===== src/llti_pkg.sv =====
// shared widths, codes, beat types and elaboration-time rom builders
`timescale 1ns / 1ps

package llti_pkg;

    localparam int FRAC             = 28;
    localparam int VAL_W            = 56;
    localparam int LOG_W            = 36;
    localparam int SLOPE_W          = 30;
    localparam int DIFF_W           = 37;
    localparam int PP_W             = 49;
    localparam int PROD_W           = 68;
    localparam int Y_W              = 40;
    localparam int Z_W              = 41;
    localparam int MANT_W           = 32;
    localparam int SHIFT_W          = 6;
    localparam int TBL_MAX          = 16;
    localparam int IDX_W            = 4;
    localparam int TABLE_POINTS_DEF = 10;

    localparam logic [1:0] ACT_WEIGHT = 2'd0;
    localparam logic [1:0] ACT_TEMP   = 2'd1;
    localparam logic [1:0] ACT_ENERGY = 2'd2;

    localparam logic [1:0] ST_OK   = 2'd0;
    localparam logic [1:0] ST_ZERO = 2'd1;
    localparam logic [1:0] ST_SAT  = 2'd2;

    typedef struct packed {
        logic [1:0]       action;
        logic [VAL_W-1:0] value_in;
    } item_t;

    typedef struct packed {
        logic [VAL_W-1:0] value_out;
        logic [1:0]       status;
    } result_t;

    // side info that rides along with each beat
    typedef struct packed {
        logic [1:0] action;
        logic       zero;
    } tag_t;

    typedef longint rom_t [TBL_MAX];
    typedef longint unsigned root_t [FRAC];

    localparam longint unsigned TEMP_INT [TBL_MAX] = '{
        10, 100, 1000, 10000, 13000, 21000, 34000, 63000, 100000,
        1000000000, 0, 0, 0, 0, 0, 0};
    localparam longint unsigned MU_E8 [TBL_MAX] = '{
        118701555, 115484424, 109603514, 99814960, 96346395, 65175895,
        61429010, 60568330, 58977760, 58822635, 0, 0, 0, 0, 0, 0};

    function automatic int npts(input int n);
        int r;
        r = n;
        if (r < 2) r = 2;
        if (r > TBL_MAX) r = TBL_MAX;
        return r;
    endfunction

    function automatic longint lg2q(input longint unsigned x);
        int p;
        longint unsigned m;
        longint frac;
        frac = 0;
        if (x == 0) return -(longint'(24) << FRAC);
        p = 55;
        while (p > 0 && ((x >> p) & 64'd1) == 64'd0) p--;
        if (p >= 31) m = x >> (p - 31);
        else m = x << (31 - p);
        for (int i = 0; i < FRAC; i++) begin
            m = (m * m) >> 31;
            frac = frac << 1;
            if (m >= (64'd1 << 32)) begin
                m = m >> 1;
                frac = frac | 1;
            end
        end
        return (longint'(p) - 24) * (longint'(1) << FRAC) + frac;
    endfunction

    function automatic longint unsigned isqrt64(input longint unsigned v_in);
        longint unsigned v;
        longint unsigned r;
        longint unsigned b;
        v = v_in;
        r = 0;
        b = 64'd1 << 62;
        while (b > v) b = b >> 2;
        while (b != 0) begin
            if (v >= r + b) begin
                v = v - (r + b);
                r = (r >> 1) + b;
            end
            else begin
                r = r >> 1;
            end
            b = b >> 2;
        end
        return r;
    endfunction

    // restoring long division of magnitudes
    function automatic longint unsigned udiv64(input longint unsigned n,
                                               input longint unsigned d);
        longint unsigned q;
        longint unsigned r;
        q = 0;
        r = 0;
        for (int i = 63; i >= 0; i--) begin
            r = {r[62:0], n[i]};
            if (r >= d) begin
                r = r - d;
                q[i] = 1'b1;
            end
        end
        return q;
    endfunction

    function automatic longint mkslope(input longint dy, input longint dx);
        longint s;
        longint lim;
        longint num;
        longint unsigned an;
        longint unsigned ad;
        longint unsigned qa;
        bit neg;
        lim = (longint'(1) << 29) - 1;
        if (dx == 0) return 0;
        num = dy * (longint'(1) << FRAC);
        neg = (num < 0) ^ (dx < 0);
        an  = (num < 0) ? longint'(-num) : longint'(num);
        ad  = (dx < 0) ? longint'(-dx) : longint'(dx);
        qa  = udiv64(an, ad);
        s   = neg ? -longint'(qa) : longint'(qa);
        if (s > lim) s = lim;
        if (s < -lim) s = -lim;
        return s;
    endfunction

    function automatic rom_t f_log_t();
        rom_t r;
        for (int i = 0; i < TBL_MAX; i++) r[i] = lg2q(TEMP_INT[i] << 24);
        return r;
    endfunction

    function automatic rom_t f_log_m();
        rom_t r;
        for (int i = 0; i < TBL_MAX; i++)
            r[i] = lg2q(((MU_E8[i] << 24) + 64'd50000000) / 64'd100000000);
        return r;
    endfunction

    function automatic rom_t f_log_u();
        rom_t r;
        rom_t lt;
        rom_t lm;
        lt = f_log_t();
        lm = f_log_m();
        for (int i = 0; i < TBL_MAX; i++) r[i] = lt[i] - lm[i];
        return r;
    endfunction

    function automatic rom_t f_slope_mu(input int n);
        rom_t r;
        rom_t lt;
        rom_t lm;
        lt = f_log_t();
        lm = f_log_m();
        for (int i = 0; i < TBL_MAX; i++) r[i] = 0;
        for (int i = 1; i < npts(n); i++)
            r[i] = mkslope(lm[i] - lm[i-1], lt[i] - lt[i-1]);
        return r;
    endfunction

    function automatic rom_t f_slope_t(input int n);
        rom_t r;
        rom_t lt;
        rom_t lu;
        lt = f_log_t();
        lu = f_log_u();
        for (int i = 0; i < TBL_MAX; i++) r[i] = 0;
        for (int i = 1; i < npts(n); i++)
            r[i] = mkslope(lt[i] - lt[i-1], lu[i] - lu[i-1]);
        return r;
    endfunction

    function automatic root_t f_roots();
        root_t r;
        longint unsigned c;
        c = 64'd1 << 31;
        for (int i = 0; i < FRAC; i++) begin
            c = isqrt64(c << 30);
            r[i] = c;
        end
        return r;
    endfunction

    // entry i holds 2^(2^-(i+1)) in Q30
    localparam root_t ROOTS = f_roots();

endpackage


===== src/llti_interp.sv =====
// segment pick, slope multiply and exponent setup in the log2 domain
`timescale 1ns / 1ps

module llti_interp
    import llti_pkg::*;
#(
    parameter int TABLE_POINTS = TABLE_POINTS_DEF
)
(
    input  logic                    clk,
    input  logic                    rst_n,
    input  logic                    en,
    input  logic                    in_valid,
    input  tag_t                    in_tag,
    input  logic signed [LOG_W-1:0] in_log,
    output logic                    out_valid,
    output logic                    out_zero,
    output logic signed [Z_W-1:0]   out_z
);

    localparam int   NP       = npts(TABLE_POINTS);
    localparam rom_t LOG_T    = f_log_t();
    localparam rom_t LOG_M    = f_log_m();
    localparam rom_t LOG_U    = f_log_u();
    localparam rom_t SLOPE_MU = f_slope_mu(TABLE_POINTS);
    localparam rom_t SLOPE_T  = f_slope_t(TABLE_POINTS);
    localparam logic signed [PROD_W-1:0] TRUNC_ADJ = PROD_W'((64'd1 << FRAC) - 64'd1);
    localparam logic signed [Z_W-1:0]    Z_OFS     = Z_W'(64'd24 << FRAC);

    logic [4:0] v_reg;

    // stage 1: segment pick
    tag_t                    tag1_reg;
    logic                    sel1_reg;
    logic [IDX_W-1:0]        j1_reg;
    logic signed [LOG_W-1:0] l1_reg;
    logic [IDX_W-1:0]        j1_next;
    logic                    sel1_next;

    always_comb
    begin
        logic signed [LOG_W-1:0] lxv;
        sel1_next = (in_tag.action == ACT_TEMP);
        j1_next   = IDX_W'(NP - 1);
        for (int j = NP - 2; j >= 1; j--)
        begin
            lxv = sel1_next ? LOG_W'(LOG_U[j]) : LOG_W'(LOG_T[j]);
            if (in_log <= lxv) j1_next = IDX_W'(j);
        end
    end

    // stage 2: table read and offset
    tag_t                      tag2_reg;
    logic signed [DIFF_W-1:0]  diff2_reg;
    logic signed [SLOPE_W-1:0] s2_reg;
    logic signed [LOG_W-1:0]   ly2_reg;
    logic signed [LOG_W-1:0]   l2_reg;
    logic signed [DIFF_W-1:0]  diff2_next;
    logic signed [SLOPE_W-1:0] s2_next;
    logic signed [LOG_W-1:0]   ly2_next;

    always_comb
    begin
        logic signed [LOG_W-1:0]  lx;
        logic signed [DIFF_W-1:0] a;
        logic signed [DIFF_W-1:0] b;
        lx       = sel1_reg ? LOG_W'(LOG_U[j1_reg]) : LOG_W'(LOG_T[j1_reg]);
        ly2_next = sel1_reg ? LOG_W'(LOG_T[j1_reg]) : LOG_W'(LOG_M[j1_reg]);
        s2_next  = sel1_reg ? SLOPE_W'(SLOPE_T[j1_reg]) : SLOPE_W'(SLOPE_MU[j1_reg]);
        a = DIFF_W'(l1_reg);
        b = DIFF_W'(lx);
        diff2_next = a - b;
    end

    // stage 3: partial products over split offset
    tag_t                    tag3_reg;
    logic signed [LOG_W-1:0] ly3_reg;
    logic signed [LOG_W-1:0] l3_reg;
    logic signed [PP_W-1:0]  plo3_reg;
    logic signed [PP_W-1:0]  phi3_reg;
    logic signed [PP_W-1:0]  plo3_next;
    logic signed [PP_W-1:0]  phi3_next;

    assign plo3_next = s2_reg * $signed({1'b0, diff2_reg[17:0]});
    assign phi3_next = s2_reg * $signed(diff2_reg[DIFF_W-1:18]);

    // stage 4: sum, truncate toward zero, add segment base
    tag_t                    tag4_reg;
    logic signed [LOG_W-1:0] l4_reg;
    logic signed [Y_W-1:0]   y4_reg;
    logic signed [Y_W-1:0]   y4_next;

    always_comb
    begin
        logic signed [PROD_W-1:0] a;
        logic signed [PROD_W-1:0] b;
        logic signed [PROD_W-1:0] prod;
        logic signed [PROD_W-1:0] q;
        logic signed [Y_W-1:0]    base;
        a    = PROD_W'(phi3_reg);
        b    = PROD_W'(plo3_reg);
        prod = (a <<< 18) + b;
        if (prod[PROD_W-1]) q = (prod + TRUNC_ADJ) >>> FRAC;
        else q = prod >>> FRAC;
        base    = Y_W'(ly3_reg);
        y4_next = Y_W'(q) + base;
    end

    // stage 5: energy difference and exponent bias
    logic                  zero5_reg;
    logic signed [Z_W-1:0] z5_reg;
    logic signed [Z_W-1:0] z5_next;

    always_comb
    begin
        logic signed [Z_W-1:0] l;
        logic signed [Z_W-1:0] y;
        l = Z_W'(l4_reg);
        y = Z_W'(y4_reg);
        if (tag4_reg.action == ACT_ENERGY) z5_next = l - y + Z_OFS;
        else z5_next = y + Z_OFS;
    end

    always_ff @(posedge clk or negedge rst_n)
    begin
        if (!rst_n) v_reg <= '0;
        else if (en) v_reg <= {v_reg[3:0], in_valid};
    end

    always_ff @(posedge clk)
    begin
        if (en)
        begin
            tag1_reg  <= in_tag;
            sel1_reg  <= sel1_next;
            j1_reg    <= j1_next;
            l1_reg    <= in_log;
            tag2_reg  <= tag1_reg;
            diff2_reg <= diff2_next;
            s2_reg    <= s2_next;
            ly2_reg   <= ly2_next;
            l2_reg    <= l1_reg;
            tag3_reg  <= tag2_reg;
            ly3_reg   <= ly2_reg;
            l3_reg    <= l2_reg;
            plo3_reg  <= plo3_next;
            phi3_reg  <= phi3_next;
            tag4_reg  <= tag3_reg;
            l4_reg    <= l3_reg;
            y4_reg    <= y4_next;
            zero5_reg <= tag4_reg.zero;
            z5_reg    <= z5_next;
        end
    end

    assign out_valid = v_reg[4];
    assign out_zero  = zero5_reg;
    assign out_z     = z5_reg;

endmodule


===== config.mk =====
export PLATFORM = sky130hd
export DESIGN_NAME = llti_interp
export DESIGN_NICKNAME = d
export VERILOG_FILES = /design/src/llti_pkg.sv /design/src/llti_interp.sv
export SDC_FILE = /design/constraint.sdc
export NUM_CORES = 2
export LEC_CHECK = 0
export BUFFER_PORTS_ARGS = -buffer_cell sky130_fd_sc_hd__buf_2
export CAP_MARGIN = 20
export CORE_AREA = 2 2 473 475
export DETAILED_ROUTE_END_ITERATION = 12
export DIE_AREA = 0 0 475 477
export MAX_ROUTING_LAYER = met4
export PLACE_DENSITY_LB_ADDON = 0.05
export SLEW_MARGIN = 15
export SYNTH_ARGS = -nofsm -noshare
export SYNTH_HDL_FRONTEND = slang
export SYNTH_SLANG_ARGS = --single-unit

===== constraint.sdc =====
create_clock -name clk -period 7.25 [get_ports clk]
set_input_delay 1.45 -clock clk [delete_from_list [all_inputs] [get_ports clk]]
set_output_delay 1.45 -clock clk [all_outputs]
set_load 0.05 [all_outputs]

# After elaboration in Yosys (flattened, before gate mapping)
# Memories as Yosys holds them, arrays and structs flattened.
# Index checks and enable logic that the tools add are counted.
# totals
mem_count	5
out_inout_bits	43
ff_bits	485
in_bits	43
word_cells	84
romBits	5120
# mem_list
memory	words	word_bits	rd	rd_clocked_by_memory_dff	write_ports	line	source
(name not given)	16	64	1	0	0	llti_interp.sv:69	s2_next = sel1_reg ? SLOPE_W'(SLOPE_T[j1_reg]) : SLOPE_W'(SLOPE_MU[j1_reg]);
(name not given)	16	64	1	0	0	llti_interp.sv:69	
(name not given)	16	64	1	0	0	llti_interp.sv:68	ly2_next = sel1_reg ? LOG_W'(LOG_T[j1_reg]) : LOG_W'(LOG_M[j1_reg]);
(name not given)	16	64	1	0	0	llti_interp.sv:68	
(name not given)	16	64	1	0	0	llti_interp.sv:67	lx = sel1_reg ? LOG_W'(LOG_U[j1_reg]) : LOG_W'(LOG_T[j1_reg]);
# op_classes
n_bitwise	1
order_cmp	9
reduce_logical	2
eq_ne	2
mux	30
n_mul	2
add_sub_neg	7
# ops
op	n
36-bit two-way mux	8
36-bit by 33-bit <= comparator with 1-bit output	5
30-bit two-way mux	5
30-bit by 19-bit multiplier with 49-bit output	2
28-bit two-way mux	3
36-bit by 34-bit <= comparator with 1-bit output	2
67-bit by 49-bit adder with 68-bit output	1
68-bit by 29-bit adder with 68-bit output (second input constant)	1
40-bit by 34-bit adder with 41-bit output (second input constant)	1
41-bit by 34-bit adder with 41-bit output (second input constant)	1
41-bit two-way mux	1
36-bit by 40-bit subtractor with 41-bit output	1
40-bit by 36-bit adder with 40-bit output	1
40-bit two-way mux	1
36-bit by 36-bit subtractor with 37-bit output	1
36-bit by 32-bit <= comparator with 1-bit output	1
33-bit two-way mux	1
29-bit two-way mux	1
26-bit two-way mux	1
25-bit two-way mux	1
22-bit two-way mux	1
3-bit two-way mux	4
7-bit OR reduction	1
5-bit greater-or-equal comparator (second input constant)	1
6 further kinds	7

# Depth between registers and ports, before layout
# logic_depth
ltp_word	10
depth_mapped	28
mapped_depth_nobuf	26

# Worst setup path before layout
# OpenSTA, ideal clock, no wires.
# synth_path
kind	flip-flop to flip-flop
startpoint	reg s2_reg[28]
endpoint	reg phi3_reg[47], data pin
t_arrival_ps	6957
setup_slack_ps	126
required_ps	7083
n_path_buf	3
stages_incl_launch_ff	26
path_cell_list	edfxtp_1 > clkbuf_1 > clkbuf_1 > and2_1 > fa_1 > inv_1 > fa_1 > inv_1 > fa_1 > fa_1 > fa_1 > inv_1 > fa_1 > inv_1 > ha_1 > ha_1 > clkbuf_1 > a21o_1 > a21oi_1 > o21bai_1 > a21o_1 > a21oi_1 > o21bai_1 > a21o_1 > a211o_1 > a211oi_1
# synth_via
elab_chain_cells	1
# synth_lines
item	line	source
start: declaration	llti_interp.sv:55	logic signed [SLOPE_W-1:0] s2_reg;
start signal: assignment	llti_interp.sv:140	s2_reg <= s2_next;
30-bit by 19-bit multiplier with 49-bit output	llti_interp.sv:85	assign phi3_next = s2_reg * $signed(diff2_reg[DIFF_W-1:18]);
via phi3_next[47]	llti_interp.sv:82	logic signed [PP_W-1:0] phi3_next;
end signal: assignment	llti_interp.sv:147	phi3_reg <= phi3_next;
end: declaration	llti_interp.sv:80	logic signed [PP_W-1:0] phi3_reg;
# The timed path passes the listed nets, and every way through them passes these cells.
# A chain may end at the register's enable or synchronous reset.

# Worst setup path after layout
# layout_path
startpoint	reg s2_reg[9]
endpoint	reg plo3_reg[48], data pin
# layout_via
elab_chain_cells	1
# layout_lines
item	line	source
30-bit by 19-bit multiplier with 49-bit output	llti_interp.sv:84	assign plo3_next = s2_reg * $signed({1'b0, diff2_reg[17:0]});
via plo3_next[48]	llti_interp.sv:81	logic signed [PP_W-1:0] plo3_next;
end signal: assignment	llti_interp.sv:146	plo3_reg <= plo3_next;
end: declaration	llti_interp.sv:79	logic signed [PP_W-1:0] plo3_reg;
# The timed path passes the listed nets, and every way through them passes these cells.

==> results.yml <==
yosys:
  synth_fp_nets: 8771
  synth-edff-count: 475
  async_reset_ff_frac: 0.0104
  syn_area_per_cell_um2: 9.59
  ys_seq_area_frac: 0.211
  synth_flop_cell: "edfxtp_1"
  synth_cell_type_count: 114
  synth_seq_cells: 480
  syn-cell-area_um2: 68300
  yosys-top-cells-area: "fa_1 (31%), edfxtp_1 (21%), ha_1 (9.9%)"
  yosys_warnings: 0
  postSynthCellCount: 7124
  synth_top_area_frac: 0.311
  yosysTopAreaCell: "fa_1"
sta:
  worst_pin_slew_ns: 1.10
  maxSlewHeadroom: 0.266
  skew_ns: 0.0410
  period_share: 0.975
  layout_setup_ws_ns: 0.178
  finalCriticalPeriod_ns: 7.07
  setup_violations: 0
  drv_slew: 0
  grt_setup_unrepaired: "true"
  fmax_mhz: 141
  hold_viol_final: 0
clock_network:
  cts_tree: "done"
  clk_latency_ns: 0.70
  clock-sinks: 480
  clk_pin_slew_ns: 0.06
  cts-buffers-inserted: 67
  cts_max_level: 3
  clk_path_buf_depth: 3
  root_buffer: "clkbuf_16"
placed_design:
  place_ws_ns: -0.473
  numPortBuffers: 85
  dp_hpwl_mm: 191
  gp_congestion: 0.912
setup_path:
  r2r_cells: 28
  cp_top_family: "adder cells"
  crit_slowest_cell: "fa_1"
  arrival_ns: 7.51
  critical_path.max_stage_delay_ns: 0.58
  cp_num_buf_inv: 9
  worst-path-stages: 28
  crit_fanout: 5
  crit_top_cell: "fa_1"
  startpoint_type: "flop"
  cp_data_required_time_ns: 7.69
  end_kind: "flop"
  critPathKind: "flop to flop"
routing:
  dr.first_iter.drc_count: 3129
  vias: 51224
  wl_per_cell_um: 21.9
  drt_wl_total_mm: 231
  first_pass_iters: 6
  drc: 0
  antenna_left: 0
  detail_route.vias_per_cell: 4.86
final_layout:
  area_delta_synth_final_pct: 16.1
  final_layout_size_suffix_gt1_frac: 0.125
  mostFrequentLayoutCells: "inv_1 (1193), fa_1 (1044), nand2_1 (899)"
  nNetsFinal: 9158
  fin_util: 0.358
  layout_commonest_cell: "inv_1"
  n_fill_cell: 22561
floorplanning:
  core_um2: 221000
  dieArea_um2: 227000
  dieHeight_um: 477
  die_w_um: 475
  io_pins: 86
  rows: 173
  start_util: 0.309
global_routing:
  grt_pass1_vias: 54618
  grt_pass1_wl_mm: 351
  grt_max_degree: 128
  grt_usage: 0.211
  grt_remaining_overflow: 0
  antenna_found_initial: 31
min_path:
  hold_depth: 0
  holdCritPathClass: "flop to flop"
flow_run:
  drv_cap: 0
status:
  status: "completed"
==> what timing repair did <==
action | 4_1_cts | 5_1_grt
resized for setup | 26 | 139
hold buffers | 0 | 0
buffers inserted | 11 | 27
pin swaps | 6 | 88
setup endpoints to repair | 31 | 37
hold endpoints to repair | 0 | 0
gates cloned | 0 | 4
==> through the flow <==
step	hold WS [ns]	cells	setup TNS [ns]	instance area [µm²]
finish	0.395	10547	0	79300
global route	0.396	10541	-0.202	79300
CTS	0.391	10507	0	78300
detailed placement	0.405	10376	-5.09	75800
global placement	0.400	10376	-4.69	75800
floorplan	0.400	7124	0	68300
==> final cells by class <==
| cell class | count | area (µm²) | area share |
|---|---|---|---|
| Sequential cell | 480 | 14400 | 0.181 |
| Multi-Input combinational cell | 5105 | 48800 | 0.615 |
| Inverter | 1202 | 4510 | 0.0569 |
| Timing Repair Buffer | 655 | 5620 | 0.0709 |
| Tap cell | 2975 | 3720 | 0.0469 |
| Clock buffer | 75 | 1710 | 0.0215 |
| Antenna cell | 10 | 25.0 | 0.000316 |
| Clock inverter | 45 | 538 | 0.00678 |
==> cell usage after synthesis, types with 46 or more instances <==
master    number
inv_1       1199
o21ai_0      242
nor3_1        64
fa_1        1061
and2_1       422
edfxtp_1     475
o21bai_1      46
xor2_1        87
nand2_1      903
nand2b_1      60
clkbuf_1     313
o21a_1        49
nor2_1       270
ha_1         543
nand3_1       77
a21oi_1      324
a21o_1       146
xnor2_1      172
==> cells by family (layout without fill, tap and decap cells) <==
group | Yosys count | in the layout | share of synthesized area
AND/OR/NAND/NOR | 2079 | 2079 | 0.149
buffers and inverters | 1539 | 1977 | 0.0850
AO/OA/AOI/OAI | 1148 | 1148 | 0.109
flip-flops | 480 | 480 | 0.211
other | 0 | 10 | 0
XOR/XNOR | 261 | 261 | 0.0340
multiplexers | 13 | 13 | 0.00209
adder cells (fa/ha/maj) | 1604 | 1604 | 0.410
==> routing by layer <==
| layer | vias to the layer above | GRT usage | routed length, µm |
|---|---|---|---|
| met5 | - | - | 0 |
| met4 | 0 | 0.0469 | 5250 |
| met3 | 180 | 0.0188 | 8920 |
| met2 | 938 | 0.334 | 109000 |
| met1 | 26208 | 0.293 | 108000 |
| li1 | 23898 | - | - |
==> path summary, 6_finish.rpt <==
kind,startpoint,endpoint,slack (ns)
min reg2reg,tag2_reg[1],tag3_reg[1],0.40
min,tag2_reg[1],tag3_reg[1],0.40
min in group asynchronous,rst_n,v_reg[4],0.58
max reg2reg,s2_reg[9],plo3_reg[48],0.18
max,s2_reg[9],plo3_reg[48],0.18
max in group asynchronous,rst_n,v_reg[2],6.54
Power is not shown: default switching activity piles up to over one toggle a cycle in this logic, so the estimate is an artifact.
